## config.mk

```make
export PLATFORM = sky130hd
export DESIGN_NAME = mbe_coord
export DESIGN_NICKNAME = d
export VERILOG_FILES = /design/src/rtl/core/mbe_pkg.sv /design/src/rtl/core/mbe_coord.sv
export SDC_FILE = /design/constraint.sdc
export NUM_CORES = 2
export LEC_CHECK = 0
export BUFFER_PORTS_ARGS = -buffer_cell sky130_fd_sc_hd__buf_2
export CORE_AREA = 2 2 254 319
export CTS_BUF_LIST = sky130_fd_sc_hd__clkbuf_2 sky130_fd_sc_hd__clkbuf_4 sky130_fd_sc_hd__clkbuf_8
export DETAILED_ROUTE_END_ITERATION = 16
export DIE_AREA = 0 0 256 321
export GPL_TIMING_DRIVEN = 0
export PLACE_DENSITY = 0.72
export SLEW_MARGIN = 0
export SYNTH_ARGS = -nofsm -noshare
export SYNTH_HDL_FRONTEND = slang
export SYNTH_SLANG_ARGS = --single-unit
```

## constraint.sdc

```tcl
create_clock -name clock -period 19.05 [get_ports clock]
set_clock_uncertainty 0.1 [all_clocks]
set_input_delay 2.8575 -clock clock [delete_from_list [all_inputs] [get_ports clock]]
set_output_delay 2.8575 -clock clock [all_outputs]
set_load 0.005 [all_outputs]
```

## src/rtl/core/mbe_pkg.sv

```systemverilog
// mbe_pkg: shared types, constants and helpers for the escape-time block
// no dependencies; used by mbe_coord, mbe_iter_ring and mandelbrot_escape_time
package mbe_pkg;

   // field widths
   localparam int INDEX_W   = 14;
   localparam int COORD_W   = 32;
   localparam int COUNT_W   = 16;
   localparam int CSR_IDX_W = 3;

   // fixed-point format and image limits
   localparam int FRAC_BITS     = 24;
   localparam int MAX_DIMENSION = 16384;

   // wide working width for sums ahead of saturation
   localparam int WIDE_W = 48;
   localparam int PROD_W = 2 * COORD_W;
   localparam int MAG_W  = 40;

   // escape bound |z|^2 < 4 in the fixed-point scale
   localparam logic [MAG_W-1:0] MAG_LIMIT = MAG_W'(4) << FRAC_BITS;

   // iteration ring
   localparam int RING_DEPTH = 4;
   localparam int SEQ_W      = $clog2(RING_DEPTH);

   // register indexes
   localparam logic [CSR_IDX_W-1:0] CSR_MAX_ITER    = 3'd0;
   localparam logic [CSR_IDX_W-1:0] CSR_REAL_ORIGIN = 3'd1;
   localparam logic [CSR_IDX_W-1:0] CSR_REAL_STEP   = 3'd2;
   localparam logic [CSR_IDX_W-1:0] CSR_IMAG_ORIGIN = 3'd3;
   localparam logic [CSR_IDX_W-1:0] CSR_IMAG_STEP   = 3'd4;

   // register reset values
   localparam logic [COUNT_W-1:0] RST_MAX_ITER = 16'd1000;
   localparam logic [COORD_W-1:0] RST_ORIGIN   = 32'hFE00_0000;
   localparam logic [COORD_W-1:0] RST_STEP     = 32'h0000_4000;

   // point c handed from the coordinate mapper to the ring
   typedef struct packed {
      logic signed [COORD_W-1:0] cre;
      logic signed [COORD_W-1:0] cim;
   } point_type;

   // clamp a wide signed value to the coordinate range
   function automatic logic signed [COORD_W-1:0] sat_coord(input logic signed [WIDE_W-1:0] v);
      logic signed [WIDE_W-1:0] hi;
      logic signed [WIDE_W-1:0] lo;
      hi = WIDE_W'({1'b0, {(COORD_W-1){1'b1}}});
      lo = -hi - WIDE_W'(1);
      if (v > hi) begin
         sat_coord = {1'b0, {(COORD_W-1){1'b1}}};
      end else if (v < lo) begin
         sat_coord = {1'b1, {(COORD_W-1){1'b0}}};
      end else begin
         sat_coord = v[COORD_W-1:0];
      end
   endfunction

endpackage

```

## src/rtl/core/mbe_coord.sv

```systemverilog
// mbe_coord: maps a pixel index pair to the point c in three register stages
// depends on mbe_pkg (point_type, sat_coord, widths)
module mbe_coord (
   input  logic                                clock,
   input  logic                                reset,
   input  logic                                accept,
   input  logic [mbe_pkg::INDEX_W-1:0]         column,
   input  logic [mbe_pkg::INDEX_W-1:0]         row,
   input  logic signed [mbe_pkg::COORD_W-1:0]  real_origin,
   input  logic signed [mbe_pkg::COORD_W-1:0]  real_step,
   input  logic signed [mbe_pkg::COORD_W-1:0]  imag_origin,
   input  logic signed [mbe_pkg::COORD_W-1:0]  imag_step,
   output logic                                full,
   output logic                                pt_valid,
   output mbe_pkg::point_type                  pt_beat,
   input  logic                                pt_take
);

   localparam int MUL_W = mbe_pkg::COORD_W + mbe_pkg::INDEX_W + 1;

   logic                              a_valid_ff, b_valid_ff, c_valid_ff;
   logic                              a_valid_in, b_valid_in, c_valid_in;
   logic [mbe_pkg::INDEX_W-1:0]       col_ff, row_ff, col_in, row_in;
   logic signed [MUL_W-1:0]           pre_ff, pim_ff, pre_in, pim_in;
   mbe_pkg::point_type                pt_ff, pt_in;
   logic                              a_open, b_open, c_open;

   // a stage moves when the one after it has room
   assign c_open = !c_valid_ff || pt_take;
   assign b_open = !b_valid_ff || c_open;
   assign a_open = !a_valid_ff || b_open;
   assign full   = a_valid_ff && b_valid_ff && c_valid_ff;

   // stage a: clip the indexes to the image
   always_comb begin
      col_in = (32'(column) >= mbe_pkg::MAX_DIMENSION) ?
               mbe_pkg::INDEX_W'(mbe_pkg::MAX_DIMENSION - 1) : column;
      row_in = (32'(row) >= mbe_pkg::MAX_DIMENSION) ?
               mbe_pkg::INDEX_W'(mbe_pkg::MAX_DIMENSION - 1) : row;
   end

   // stage b: index times step
   assign pre_in = $signed({1'b0, col_ff}) * real_step;
   assign pim_in = $signed({1'b0, row_ff}) * imag_step;

   // stage c: add the origin and saturate
   assign pt_in.cre = mbe_pkg::sat_coord(mbe_pkg::WIDE_W'(pre_ff) +
                                         mbe_pkg::WIDE_W'(real_origin));
   assign pt_in.cim = mbe_pkg::sat_coord(mbe_pkg::WIDE_W'(pim_ff) +
                                         mbe_pkg::WIDE_W'(imag_origin));

   // valid bits
   always_comb begin
      a_valid_in = a_open ? accept : a_valid_ff;
      b_valid_in = b_open ? a_valid_ff : b_valid_ff;
      c_valid_in = c_open ? b_valid_ff : c_valid_ff;
   end

   always_ff @(posedge clock) begin
      if (reset) begin
         a_valid_ff <= 1'b0;
         b_valid_ff <= 1'b0;
         c_valid_ff <= 1'b0;
      end else begin
         a_valid_ff <= a_valid_in;
         b_valid_ff <= b_valid_in;
         c_valid_ff <= c_valid_in;
      end
   end

   // payload
   always_ff @(posedge clock) begin
      if (a_open) begin
         col_ff <= col_in;
         row_ff <= row_in;
      end
      if (b_open) begin
         pre_ff <= pre_in;
         pim_ff <= pim_in;
      end
      if (c_open) begin
         pt_ff <= pt_in;
      end
   end

   assign pt_valid = c_valid_ff;
   assign pt_beat  = pt_ff;

endmodule

```

After elaboration in Yosys (flattened, before gate mapping)
Index checks and enable logic that the tools add are counted.

storage, ports and cells
  bits in registers = 189
  output and inout port bits = 66
  input port bits = 160
  logic and storage cells = 27

cells by class
  multipliers = 2
  reductions and logical operators = 8
  add/subtract/negate cells = 2
  magnitude comparators = 4
  multiplexer cells = 2

operators with widths
  cell                                                                     number
  47-bit by 32-bit adder with 48-bit output                                2
  48-bit by 32-bit > comparator with 1-bit output (second input constant)  2
  48-bit by 32-bit < comparator with 1-bit output (second input constant)  2
  15-bit by 32-bit multiplier with 47-bit output                           2
  32-bit two-way mux                                                       2
  1-bit zero test                                                          3
  1-bit logical OR                                                         3
  1-bit logical AND                                                        2

Depth between registers and ports, before layout
  depth in word-level cells = 4
  mapped depth = 26
  mapped depth without buffers = 25

Worst setup path after synthesis
No wires, ideal clock.

  path kind = input-to-reg
  start = input real_step[16] (netlist bit)
  end = register pre_ff[45], data pin
  library setup time = 0.269 ns
  required time = 18.681 ns
  slack = 9.762 ns
  arrival = 8.919 ns
  cell stages on the path = 24
  path buffers = 1
  path through = clkbuf_1 and2_1 fa_1 inv_1 fa_1 inv_1 fa_1 fa_1 fa_1 inv_1 fa_1 inv_1 ha_1 a21o_1 a21o_1 a2111oi_0 o211ai_1 o211ai_1 a32oi_1 a2111oi_0 nor3_1 nor2_1 o31ai_1 xor2_1

on the way
  cells in the longest elaborated chain, start to end = 1

ends and longest elaborated chain
  item                                            RTL line         source
  start: declaration                              mbe_coord.sv:10  input logic signed [mbe_pkg::COORD_W-1:0] real_step,
  15-bit by 32-bit multiplier with 47-bit output  mbe_coord.sv:43  assign pre_in = $signed({1'b0, col_ff}) * real_step;
  via pre_in[45]                                  mbe_coord.sv:24  logic signed [MUL_W-1:0] pre_ff, pim_ff, pre_in, pim_in;
  end signal: assignment                          mbe_coord.sv:78  pre_ff <= pre_in;
  end: declaration                                mbe_coord.sv:24

The timed path passes the listed nets, and every way through them passes these cells.
A chain may end at the register's enable or synchronous reset.

Final worst setup path
Ends and elaborated chain as after synthesis.

==> qor.csv <==
stage,metric,value,unit
status,status,finished clean,
layout,area delta synth->final,6.90,%
global_route,GRT overflow,0,
route,Routed Antenna Nets,0,
layout,"Core Util, Final",58.1,%
setup_path,WS Path Type,in2reg,
route,routed wire length,121,mm
setup_path,crit path DAT,10.57,ns
synth,post-synth design cell area,43100,um2
sta,Fin. Hold Viols,0,
global_route,global-route wire length before repair,192,mm
layout,final-layout fill cell count,7111,
sta,post-layout min period,10.34,ns
clock_tree,Worst-Skew Late Latency,0.59,ns
clock_tree,Clock Path Buffers,2,
route,vias per cell,5.53,
synth,fraction of registers with async set/reset,0,%
sta,worst rel slew slack,36.7,%
sta,max-slew violations,0,
synth,Ys Warns,0,
clock_tree,htree depth,4,
layout,multi-input logic area,33300,um2
die,chip height,321,um
clock_tree,number of setup buffers added after CTS,0,
synth,"Seq/Total Area, Yosys",13.1,%
sta,RSZ-0062 raised after global routing,no,
clock_tree,Inserted Clock Buffers,17,
sta,Achievable Freq,96.7,MHz
placement,DP HPWL,103,mm
global_route,largest net degree at the start of global routing,52,
synth,"flops & latches, synth",189,
layout,layout cells sized above 1,6.71,%
die,initial core utilization,54.3,%
route,DRC errors left,0,
setup_path,Critical Path RT,19.28,ns
clock_tree,CTS root buffer,clkbuf_8,
synth,ys flop type,edfxtp_1,
route,DRT Pass-1 Iters,6,
sta,final worst-path cycle share,54.3,%
clock_tree,CTS resizes,0,
die,number of cell rows,116,
layout,Storage cell area,5650,um2
global_route,GRT Total Usage,30.5,%
synth,number of flops mapped to enable cells by yosys,186,
setup_path,Critical Path Start Type,input port,
die,Die ar.,82200,um2
clock_tree,clk slew on worst S/H paths,0.14,ns
sta,Final setup violation count,0,
die,Die W,256,um
placement,GPL Wtd Cong,0.973,
placement,I/O Buffers,225,
sta,Fin Setup TNS,0,ns
global_route,initial antenna violation count,9,
die,I/O pin count,226,
synth,Mean Syn Cell Area,9.35,um2
route,Avg WL per Cell,20.3,um
setup_path,crit-path max FO,10,
clock_tree,CTS Sinks,189,
die,Core Area,79400,um2
sta,worst slew pin tran,0.949,ns
synth,Yosys cell types,81,
job,Max Cap Viol,0,
synth,Cells after Synth,4616,
route,Starting DRT DRC Count,1989,
global_route,vias in the first global route,35600,
clock_tree,# hold bufs at CTS,0,
clock_tree,CTS tree,yes,
layout,final net count,6153,
route,total number of vias,32900,
setup_path,crit end category,flip-flop,
synth,syn nets,5906,
worst_hold_path,hold crit path type,reg2reg,
==> flip-flops by register name (all words and copies together) (netlist names) <==
signal / flops
a_valid_ff: 1
b_valid_ff: 1
col_ff: 14
pim_ff: 47
pre_ff: 47
pt_beat: 64
pt_valid: 1
row_ff: 14
==> stage by stage <==
step                      instance area, um2  std cells  setup slack (ns)  hold slack (ns)
after floorplan                        43100       4616              9.76            0.330
after global placement                 45600       5903              8.21            0.353
after detailed placement               45700       5906              8.05            0.378
after CTS                              46100       5938              8.70            0.411
after global routing                   46100       5939              8.48            0.435
final                                  46100       5946              8.71            0.408
==> cells in the mapped netlist, types with 14 or more instances <==
cell	instances	share of area, %
nand2b_1	19	0.28
fa_1	822	38
xnor2_1	119	2.4
nand4_1	27	0.39
a21o_1	118	2.1
o21ai_1	14	0.16
a21oi_1	191	2.2
xor2_1	52	1.1
a211oi_1	18	0.31
o21a_1	27	0.47
inv_1	906	7.9
and2_1	604	8.8
nand3_1	42	0.49
nor2_1	125	1.1
ha_1	308	8.9
o21bai_1	21	0.37
and3_1	17	0.25
nor2b_1	22	0.32
o21ai_0	89	1.0
clkbuf_1	185	1.6
nand2_1	424	3.7
o211ai_1	22	0.38
nor3_1	36	0.42
o21ai_2	30	0.61
edfxtp_1	186	13
==> cell families (layout without fill, tap and decap cells) <==
logic type	count (synthesis)	after routing	synth area share [%]
and+or+nand+nor	1370	1370	16.6
adders and majority gates	1130	1130	47.1
buffers and inverters	1108	1368	9.71
AOI/OAI and AO/OA	641	641	9.87
DFF	189	189	13.1
xor gates and xnor gates	171	171	3.47
muxes	7	7	0.174
other	0	8	0
==> layout by cell type, fill, tap and decap left out, types with 7 or more instances in the layout <==
master	netlist	routed
o31ai_1	13	13
nand2_1	424	423
nand2b_1	19	18
xor2_1	52	52
and2_1	604	604
edfxtp_1	186	186
xnor2_1	119	119
o21ai_1	14	14
o21bai_1	21	21
buf_1	7	7
o21ai_0	89	89
fa_1	822	822
a211oi_1	18	18
o21a_1	27	27
o211ai_1	22	22
nor4_1	10	10
a21oi_1	191	191
nor2_1	125	125
ha_1	308	308
clkbuf_8	0	18
a221oi_1	7	7
o21ai_2	30	30
or3_1	10	10
nor3_1	36	36
a2111oi_0	7	7
nand4_1	27	27
a31oi_1	13	13
nor2b_1	22	22
and3_1	17	17
buf_2	6	231
inv_1	906	905
diode_2	0	8
a211o_1	9	9
a21o_1	118	118
clkbuf_1	185	185
nand3_1	42	42
==> final timing paths <==
check,end,slack (ns),startpoint,cells past startpoint
min,b_valid_ff$_SDFFE_PP0P_,0.41,a_valid_ff$_SDFFE_PP0P_,2
max reg2reg,pim_ff[46]$_DFFE_PP_,10.46,row_ff[8]$_DFFE_PP_,21
max,pre_ff[45]$_DFFE_PP_,8.71,real_step[16],25
min reg2reg,b_valid_ff$_SDFFE_PP0P_,0.41,a_valid_ff$_SDFFE_PP0P_,2
==> critical path, stage by stage <==
cell and delay (ns):
buf_2 0.20, clkbuf_1 0.51, and2_1 0.24, fa_1 0.42, inv_1 0.09, fa_1 0.38, inv_1 0.09, fa_1 0.45
fa_1 0.54, fa_1 0.50, inv_1 0.05, fa_1 0.54, inv_1 0.06, ha_1 0.35, a21o_1 0.18, a21o_1 0.18
a2111oi_0 0.48, o211ai_1 0.30, o211ai_1 0.28, a32oi_1 0.26, a2111oi_0 0.72, nor3_1 0.24, nor2_1 0.32, o31ai_1 0.14
xor2_1 0.18
==> layout make-up <==
type,count,area share [%]
inverters,907,7.38
clock inverters,14,0.380
well taps,1062,2.88
clock buffers,18,0.537
plain buffers,201,1.70
repair buffers,228,2.59
flip-flops and latches,189,12.2
multi-input cells,3319,72.2
diodes,8,0.0434
==> routing by layer <==
layer  track usage (%)  vias to the layer above  routed length [um]
li1                  -                    14900                   -
met1              32.7                    16400               42000
met2              56.0                     1129               62700
met3              4.41                      399                6750
met4              20.1                       10                9040
met5                 0                        -                  55
Power is not shown: default switching activity piles up to over one toggle a cycle in this logic, so the estimate is an artifact.
